`config.mk`:
```
export PLATFORM = sky130hd
export DESIGN_NAME = asm_line_tokenizer
export DESIGN_NICKNAME = d
export VERILOG_FILES = /design/src/hdl/alt_pkg.sv /design/src/hdl/asm_line_tokenizer.sv
export SDC_FILE = /design/constraint.sdc
export NUM_CORES = 1
export LEC_CHECK = 0
export BUFFER_PORTS_ARGS = -buffer_cell sky130_fd_sc_hd__buf_2
export CORE_MARGIN = 2
export CORE_UTILIZATION = 58
export CTS_CLUSTER_SIZE = 30
export DETAILED_ROUTE_END_ITERATION = 6
export GPL_TIMING_DRIVEN = 1
export PLACE_DENSITY = 0.8
export SLEW_MARGIN = 0
export SYNTH_ARGS = -nofsm -noshare
export SYNTH_HDL_FRONTEND = slang
export SYNTH_SLANG_ARGS = --single-unit
```
`constraint.sdc`:
```
create_clock -name aclk -period 4.4 [get_ports aclk]
set_input_delay 0.66 -clock aclk [delete_from_list [all_inputs] [get_ports aclk]]
set_output_delay 0.66 -clock aclk [all_outputs]
set_load 0.02 [all_outputs]
```
`src/hdl/alt_pkg.sv`:
```
package alt_pkg;

    localparam int SPACE_COUNT_BITS_DEF = 8;

    // result roles
    localparam logic [2:0] ROLE_DROP  = 3'd0;
    localparam logic [2:0] ROLE_LABEL = 3'd1;
    localparam logic [2:0] ROLE_INSTR = 3'd2;
    localparam logic [2:0] ROLE_PARM  = 3'd3;
    localparam logic [2:0] ROLE_CMNT  = 3'd4;

    // line kinds
    localparam logic [2:0] KIND_EMPTY     = 3'd0;
    localparam logic [2:0] KIND_ILLEGAL   = 3'd1;
    localparam logic [2:0] KIND_CMNT_ONLY = 3'd2;
    localparam logic [2:0] KIND_CMNT_IND  = 3'd3;
    localparam logic [2:0] KIND_EQUATE    = 3'd4;
    localparam logic [2:0] KIND_NORMAL    = 3'd5;

    localparam logic [3:0] PARAM_MAX = 4'd15;

    localparam logic [7:0] CH_NUL    = 8'h00;
    localparam logic [7:0] CH_SPACE  = 8'h20;
    localparam logic [7:0] CH_DQUOTE = 8'h22;
    localparam logic [7:0] CH_SQUOTE = 8'h27;
    localparam logic [7:0] CH_COMMA  = 8'h2C;
    localparam logic [7:0] CH_COLON  = 8'h3A;
    localparam logic [7:0] CH_SEMI   = 8'h3B;
    localparam logic [7:0] CH_EQUALS = 8'h3D;
    localparam logic [7:0] CH_E      = 8'h45;
    localparam logic [7:0] CH_Q      = 8'h51;
    localparam logic [7:0] CH_U      = 8'h55;

    typedef struct packed {
        logic [7:0] char_code;
        logic       has_char;
        logic       line_end;
    } alt_in_t;

    typedef struct packed {
        logic [2:0] role;
        logic [7:0] out_char;
        logic [7:0] spaces_before;
        logic [3:0] param_index;
        logic       line_done;
        logic [2:0] line_kind;
        logic       label_had_colon;
    } alt_out_t;

    function automatic logic [7:0] to_upper(input logic [7:0] c);
        return (c >= 8'h61 && c <= 8'h7A) ? c - 8'd32 : c;
    endfunction

    function automatic logic is_ident(input logic [7:0] c);
        logic [7:0] u;
        u = to_upper(c);
        return (u >= 8'h41 && u <= 8'h5A) || (u >= 8'h30 && u <= 8'h39) ||
               u == 8'h2E || u == 8'h5F;
    endfunction

endpackage

```
`src/hdl/asm_line_tokenizer.sv`:
```
// Latency: a result is presented the cycle after its character beat is accepted.
// Throughput: one character per cycle while m_ready is high; the scan state
// update is a single combinational step from accepted beat to result register.
// Reset: synchronous, active low; clears the scan state and empties the result
// register. The scan state also returns to its initial value after each line end.
module asm_line_tokenizer #(
    parameter int SPACE_COUNT_BITS = alt_pkg::SPACE_COUNT_BITS_DEF
) (
    input  logic             aclk,
    input  logic             aresetn,
    input  logic             s_valid,
    output logic             s_ready,
    input  alt_pkg::alt_in_t s_data,
    output logic             m_valid,
    input  logic             m_ready,
    output alt_pkg::alt_out_t m_data
);
    import alt_pkg::*;

    localparam int HW = (SPACE_COUNT_BITS > 8) ? SPACE_COUNT_BITS : 8;
    localparam logic [SPACE_COUNT_BITS-1:0] HELD_MAX = '1;

    typedef enum logic [3:0] {
        ST_INIT, ST_COMMENT, ST_LABEL, ST_COLON, ST_BEFORE_INSTR, ST_INSTR,
        ST_AFTER_INSTR, ST_PARM, ST_SQ_PARM, ST_DQ_PARM, ST_BEFORE_COMMA,
        ST_AFTER_COMMA, ST_ERR
    } scan_state_t;

    typedef enum logic [2:0] {
        IM_EMPTY, IM_EQUALS, IM_E, IM_EQ, IM_EQU, IM_OTHER
    } instr_match_t;

    typedef enum logic [1:0] {
        TC_NORMAL, TC_ONLY, TC_INDENTED
    } typed_comment_t;

    scan_state_t                 scan_state_reg, scan_state_next;
    instr_match_t                instr_match_reg, instr_match_next;
    typed_comment_t              typed_comment_reg, typed_comment_next;
    logic                        label_seen_reg, label_seen_next;
    logic                        label_bad_reg, label_bad_next;
    logic                        instr_bad_reg, instr_bad_next;
    logic                        colon_seen_reg, colon_seen_next;
    logic [3:0]                  param_count_reg, param_count_next;
    logic [SPACE_COUNT_BITS-1:0] held_spaces_reg, held_spaces_next;
    logic                        m_valid_reg;
    alt_out_t                    m_data_reg, m_data_next;
    logic                        s_accept;

    assign s_ready  = !m_valid_reg || m_ready;
    assign s_accept = s_valid && s_ready;
    assign m_valid  = m_valid_reg;
    assign m_data   = m_data_reg;

    function automatic logic [7:0] sat_spaces(input logic [SPACE_COUNT_BITS-1:0] h);
        logic [HW-1:0] w;
        w = HW'(h);
        return (w > HW'(255)) ? 8'hFF : w[7:0];
    endfunction

    always_comb begin
        logic [7:0] c;
        logic [7:0] u;
        logic       skip;
        logic [2:0] kind;
        logic [3:0] count;

        scan_state_next    = scan_state_reg;
        instr_match_next   = instr_match_reg;
        typed_comment_next = typed_comment_reg;
        label_seen_next    = label_seen_reg;
        label_bad_next     = label_bad_reg;
        instr_bad_next     = instr_bad_reg;
        colon_seen_next    = colon_seen_reg;
        param_count_next   = param_count_reg;
        held_spaces_next   = held_spaces_reg;
        m_data_next        = '0;

        c     = s_data.char_code;
        u     = to_upper(c);
        skip  = 1'b0;
        kind  = KIND_NORMAL;
        count = '0;

        if (s_data.has_char) begin
            // pending colon: space or NUL makes it a terminator
            if (scan_state_next == ST_COLON) begin
                if (c == CH_SPACE || c == CH_NUL) begin
                    colon_seen_next = 1'b1;
                    scan_state_next = ST_BEFORE_INSTR;
                end else begin
                    scan_state_next = ST_ERR;
                    skip = 1'b1;
                end
            end
            if (!skip) begin
                unique case (scan_state_next)
                    ST_INIT: begin
                        if (c == CH_SEMI) begin
                            scan_state_next    = ST_COMMENT;
                            typed_comment_next = TC_ONLY;
                        end else if (c == CH_SPACE) begin
                            scan_state_next = ST_BEFORE_INSTR;
                        end else if (c == CH_COLON) begin
                            scan_state_next = ST_ERR;
                        end else begin
                            scan_state_next = ST_LABEL;
                            label_seen_next = 1'b1;
                            if (!is_ident(c)) label_bad_next = 1'b1;
                            m_data_next.role     = ROLE_LABEL;
                            m_data_next.out_char = c;
                        end
                    end
                    ST_COMMENT: begin
                        m_data_next.role     = ROLE_CMNT;
                        m_data_next.out_char = c;
                    end
                    ST_LABEL: begin
                        if (c == CH_SEMI) scan_state_next = ST_COMMENT;
                        else if (c == CH_SPACE) scan_state_next = ST_BEFORE_INSTR;
                        else if (c == CH_COLON) scan_state_next = ST_COLON;
                        else begin
                            label_seen_next = 1'b1;
                            if (!is_ident(c)) label_bad_next = 1'b1;
                            m_data_next.role     = ROLE_LABEL;
                            m_data_next.out_char = c;
                        end
                    end
                    ST_BEFORE_INSTR, ST_INSTR: begin
                        if (c == CH_SEMI) begin
                            if (scan_state_next == ST_BEFORE_INSTR && !label_seen_next)
                                typed_comment_next = TC_INDENTED;
                            scan_state_next = ST_COMMENT;
                        end else if (c == CH_SPACE) begin
                            if (scan_state_next == ST_INSTR)
                                scan_state_next = ST_AFTER_INSTR;
                        end else begin
                            scan_state_next = ST_INSTR;
                            if (!is_ident(c)) instr_bad_next = 1'b1;
                            // track an "=", "E", "EQ", "EQU" prefix
                            case (instr_match_next)
                                IM_EMPTY: instr_match_next = (u == CH_EQUALS) ? IM_EQUALS :
                                                             (u == CH_E) ? IM_E : IM_OTHER;
                                IM_E:     instr_match_next = (u == CH_Q) ? IM_EQ : IM_OTHER;
                                IM_EQ:    instr_match_next = (u == CH_U) ? IM_EQU : IM_OTHER;
                                default:  instr_match_next = IM_OTHER;
                            endcase
                            m_data_next.role     = ROLE_INSTR;
                            m_data_next.out_char = u;
                        end
                    end
                    ST_AFTER_INSTR, ST_AFTER_COMMA: begin
                        if (c == CH_SEMI && scan_state_next == ST_AFTER_INSTR) begin
                            scan_state_next = ST_COMMENT;
                        end else if (c == CH_COMMA && scan_state_next == ST_AFTER_COMMA) begin
                            scan_state_next = ST_ERR;
                        end else if (c != CH_SPACE) begin
                            held_spaces_next        = '0;
                            m_data_next.role        = ROLE_PARM;
                            m_data_next.out_char    = c;
                            m_data_next.param_index = param_count_next;
                            scan_state_next = (c == CH_SQUOTE) ? ST_SQ_PARM :
                                              (c == CH_DQUOTE) ? ST_DQ_PARM : ST_PARM;
                        end
                    end
                    ST_PARM: begin
                        if (c == CH_SEMI || c == CH_COMMA) begin
                            held_spaces_next = '0;
                            if (param_count_next != PARAM_MAX)
                                param_count_next = param_count_next + 4'd1;
                            scan_state_next = (c == CH_SEMI) ? ST_COMMENT : ST_AFTER_COMMA;
                        end else if (c == CH_SPACE) begin
                            // hold trailing spaces until the next kept character
                            if (held_spaces_next != HELD_MAX)
                                held_spaces_next = held_spaces_next + 1'b1;
                        end else begin
                            m_data_next.role          = ROLE_PARM;
                            m_data_next.out_char      = c;
                            m_data_next.spaces_before = sat_spaces(held_spaces_next);
                            m_data_next.param_index   = param_count_next;
                            held_spaces_next          = '0;
                        end
                    end
                    ST_SQ_PARM, ST_DQ_PARM: begin
                        m_data_next.role        = ROLE_PARM;
                        m_data_next.out_char    = c;
                        m_data_next.param_index = param_count_next;
                        if ((scan_state_next == ST_SQ_PARM && c == CH_SQUOTE) ||
                            (scan_state_next == ST_DQ_PARM && c == CH_DQUOTE)) begin
                            held_spaces_next = '0;
                            if (param_count_next != PARAM_MAX)
                                param_count_next = param_count_next + 4'd1;
                            scan_state_next = ST_BEFORE_COMMA;
                        end
                    end
                    ST_BEFORE_COMMA: begin
                        if (c == CH_SEMI) scan_state_next = ST_COMMENT;
                        else if (c == CH_COMMA) scan_state_next = ST_AFTER_COMMA;
                    end
                    default: ;
                endcase
            end
        end

        if (s_data.line_end) begin
            if (scan_state_next == ST_COLON) begin
                colon_seen_next = 1'b1;
                scan_state_next = ST_BEFORE_INSTR;
            end
            kind = (typed_comment_next == TC_ONLY) ? KIND_CMNT_ONLY :
                   (typed_comment_next == TC_INDENTED) ? KIND_CMNT_IND : KIND_NORMAL;
            count = param_count_next;
            if (label_bad_next) kind = KIND_ILLEGAL;
            if (instr_bad_next && instr_match_next != IM_EQUALS) kind = KIND_ILLEGAL;
            if (scan_state_next == ST_INIT) begin
                kind = KIND_EMPTY;
            end else if (scan_state_next == ST_BEFORE_INSTR && !label_seen_next) begin
                kind = KIND_EMPTY;
            end else if (scan_state_next == ST_ERR || scan_state_next == ST_AFTER_COMMA ||
                         scan_state_next == ST_SQ_PARM || scan_state_next == ST_DQ_PARM) begin
                kind = KIND_ILLEGAL;
            end else if (scan_state_next == ST_PARM && count != PARAM_MAX) begin
                count = count + 4'd1;
            end
            if (instr_match_next == IM_EQUALS || instr_match_next == IM_EQU) begin
                if (!label_seen_next || colon_seen_next || count != 4'd1)
                    kind = KIND_ILLEGAL;
                else
                    kind = KIND_EQUATE;
            end
            m_data_next.line_done       = 1'b1;
            m_data_next.line_kind       = kind;
            m_data_next.label_had_colon = colon_seen_next;

            // start the next line clean
            scan_state_next    = ST_INIT;
            instr_match_next   = IM_EMPTY;
            typed_comment_next = TC_NORMAL;
            label_seen_next    = 1'b0;
            label_bad_next     = 1'b0;
            instr_bad_next     = 1'b0;
            colon_seen_next    = 1'b0;
            param_count_next   = '0;
            held_spaces_next   = '0;
        end
    end

    always_ff @(posedge aclk) begin
        if (!aresetn) begin
            scan_state_reg    <= ST_INIT;
            instr_match_reg   <= IM_EMPTY;
            typed_comment_reg <= TC_NORMAL;
            label_seen_reg    <= 1'b0;
            label_bad_reg     <= 1'b0;
            instr_bad_reg     <= 1'b0;
            colon_seen_reg    <= 1'b0;
            param_count_reg   <= '0;
            held_spaces_reg   <= '0;
            m_valid_reg       <= 1'b0;
        end else begin
            if (s_accept) begin
                scan_state_reg    <= scan_state_next;
                instr_match_reg   <= instr_match_next;
                typed_comment_reg <= typed_comment_next;
                label_seen_reg    <= label_seen_next;
                label_bad_reg     <= label_bad_next;
                instr_bad_reg     <= instr_bad_next;
                colon_seen_reg    <= colon_seen_next;
                param_count_reg   <= param_count_next;
                held_spaces_reg   <= held_spaces_next;
                m_data_reg        <= m_data_next;
            end
            // load a new beat or drain the taken one
            if (s_ready) m_valid_reg <= s_valid;
        end
    end

endmodule

```
==> flow_summary.yaml <==
run_status:
  outcome: "finished clean"
floorplan:
  die_area_um2: 7050
  rows: 29
  start_util: 0.591
  io-pin-count: 44
  fp.dieH_um: 84.0
  die_w_um: 84.0
  core_um2: 6280
cts:
  hold_buffers: 0
  cts_max_level: 2
  postCtsSetupRepairBufs: 0
  cts_sinks: 54
  clk_latency_ns: 0.32
  clk_pin_slew_ns: 0.11
  cts-root-buf: "clkbuf_8"
  cts-buffers-inserted: 5
  cts_tree: "built"
  clock_path_buffers: 2
  cts_resized: 0
critical_path:
  crit_top_cell: "nor3_1"
  endpoint_kind: "flip-flop"
  cp_cell_sequence: "buf_2 -> buf_4 -> nand4bb_1 -> nor3_1 -> nor3_1 -> nor4_2 -> xnor2_1 -> ha_1 -> nand2_1 -> mux2_2 -> o21ai_1 -> nor3_1 -> mux2_1 -> and2_1 -> o22ai_1"
  critPathRequiredTime_ns: 4.57
  rr_worst_depth: 13
  startpoint_type: "input port"
  arrival_ns: 4.10
  r2r-start: "scan_state_reg[0]$_SDFFE_PN0P_"
  slowest_delay_ns: 0.85
  startpoint: "s_data[4]"
  slowest_stage: "nor3_1"
  path_delay_family: "simple AND/OR/NAND/NOR gates"
  crit_cells: 15
  cp_max_fo: 11
  cp_num_buf_inv: 2
  crit_type: "input port to flip-flop"
  reg2reg_to: "m_data[1]$_SDFFCE_PN0P_"
  reg2reg_slack_ns: 0.53
place:
  hpwl_mm: 7.56
  portBuffers: 43
  place_area_um2: 4020
  place_ws_ns: 0.233
  gp_congestion: 0.968
  dp_cells: 554
layout:
  fillers: 561
  design_area_um2: 4100
  drive_gt1_frac: 0.171
  seq_area_um2: 1360
  area_delta_synth_final_pct: 10.7
  largest_reg_flops: 28
  nets: 503
  finalNonFillerCells: 562
  multi_input_area_um2: 2160
  n_antenna_cell: 0
timing:
  setup_viol: 0
  slew_violations: 0
  fin_ws_ns: 0.475
  period_share: 0.892
  skew_ns: 0.0120
  tightest_slew_ns: 1.06
  fin_hold_ws_ns: 0.463
  tns_ns: 0
  period_needed_ns: 3.92
  max_freq_mhz: 255
  hold_violations: 0
  relSlewSlack: 0.287
  rsz0062_at_grt: "false"
synthesis:
  ys_async_sr_fraction: 0
  synth_cell_types: 73
  yosys-top-cells-area: "edfxtp_1 (23%), dfxtp_1 (14%), nor2_1 (5.5%)"
  yosysMostFrequentCell: "nor2_1"
  syn_nets: 466
  synth_edf_count: 28
  synth-seq-area-share: 0.367
  synth-warning-count: 0
  synth_ff_type: "edfxtp_1"
  synthesis.area_um2: 3710
  avgSynthCellArea_um2: 8.30
  synthDominantCellAreaShare: 0.227
  synth_cells: 447
  yosys_register_bits: 54
  synth_commonest_cells: "nor2_1 (54), nand2_1 (38), edfxtp_1 (28)"
  synth.largest_area_cell: "edfxtp_1"
power:
  vdd_drop_max_v: 0.000173
  clock_power_share: 0.284
  p_comb_frac: 0.175
  p_leak_nw: 1.54
  power_density_nw_per_um2: 248
  power.internal_w: 0.000717
  switching_power_w: 0.000301
  power_frac_seq: 0.541
  switching_share: 0.296
routing:
  drt_iter0_markers: 357
  vias_per_cell: 6.40
  vias: 3598
  ant_nets: 0
  wire_per_inst_um: 18.1
  dr.pass1.iters: 5
  wl_mm: 10.2
  remaining_drc_errors: 0
global_routing:
  grt_antenna_before_repair: 0
  grt_pass1_wl_mm: 16.8
  grt_usage: 0.296
  gr-total-overflow: 0
  grt_pass1_vias: 3417
  grt_max_degree: 29
job:
  drv_cap: 0
worst_hold_path:
  whs_endpoint: "typed_comment_reg[1]$_SDFFE_PN0P_"
  min_path_type: "flip-flop to flip-flop"
  hp-start: "typed_comment_reg[1]$_SDFFE_PN0P_"
  holdPathStages: 2
worst max path at each step:
stage	to	slack, ns
detailed placement	m_data[1]$_SDFFCE_PN0P_	0.23
floorplan	m_data[1]$_SDFFCE_PN0P_	0.60
global route	m_data[1]$_SDFFCE_PN0P_	0.13
finish	m_data[1]$_SDFFCE_PN0P_	0.48
global placement	m_data[1]$_SDFFCE_PN0P_	0.31
CTS	m_data[1]$_SDFFCE_PN0P_	0.55
final cells by class:
cell class | instances | share of cell area
Sequential cell | 54 | 0.332
Timing Repair Buffer | 59 | 0.0817
Inverter | 18 | 0.0165
Multi-Input combinational cell | 346 | 0.526
Clock buffer | 6 | 0.0177
Clock inverter | 2 | 0.00335
Tap cell | 77 | 0.0235
placed cells by master (no fill, tap or decap), types with 3 or more instances in the layout:
cell type,n
and3_1,12
nand4_1,11
o21ai_1,3
a21oi_1,22
edfxtp_1,28
a2bb2oi_1,3
o2111ai_1,4
ha_1,5
buf_2,43
a31oi_1,6
buf_4,16
xnor2_1,4
nor4_1,4
clkbuf_8,5
nor3_1,19
inv_1,18
nand2b_1,6
o31ai_1,3
xor2_1,6
or4_1,3
dfxtp_1,26
nor2_1,53
or3_1,5
a211oi_1,4
mux2_2,3
o21ai_0,15
and2_1,9
nand2_1,38
o211ai_1,4
a2111oi_0,3
nor3b_1,4
nand3_1,8
o22ai_1,5
a41oi_1,3
or2_2,3
a211o_1,3
o21bai_1,3
a22oi_1,13
nor2b_1,14
per-layer routing:
| metal | vias to the layer above | global-route usage | wire [um] |
|---|---|---|---|
| met5 | - | 0 | 0 |
| met4 | 0 | 0.0938 | 279 |
| met3 | 28 | 0.0435 | 645 |
| met2 | 152 | 0.495 | 4800 |
| met1 | 1675 | 0.395 | 4470 |
| li1 | 1743 | - | - |
power groups by stage:
stage	Clock (W)	Combinational, W	Sequential (W)
6_report	0.000289	0.000179	0.000551
5_1_grt	0.000307	0.000196	0.000553
4_1_cts	0.000288	0.000176	0.000551
3_5_place_dp	0	0.000176	0.000563
3_3_place_gp	0	0.000173	0.000562
2_1_floorplan	0	0.000106	0.000577
worst register-to-register path: cells and delay by family, from the launching register on:
family                     cells  cell delay (ns)
AOI/OAI and AO/OA              2             0.27
xor gates and xnor gates       1             0.38
adders and majority gates      1             0.29
buffers and inverters          1             0.26
DFF                            1             0.41
muxes                          2             0.61
and+or+nand+nor                6             1.50
metrics by stage:
step / total power [W] / utilization
after global routing: 0.00106 / 0.654
final: 0.00102 / 0.654
after floorplan: 0.000683 / -
after global placement: 0.000735 / 0.640
after CTS: 0.00102 / 0.654
after detailed placement: 0.000739 / 0.640
logic make-up after synthesis:
family | count (synthesis) | synth area share
adder cells (fa/ha/maj) | 5 | 0.0169
buffers and inverters | 47 | 0.0520
multiplexers | 6 | 0.0175
AND/OR/NAND/NOR | 208 | 0.301
XOR/XNOR | 10 | 0.0236
AO/OA/AOI/OAI | 117 | 0.222
flip-flops | 54 | 0.367
Power figures use the tool's default switching activity.
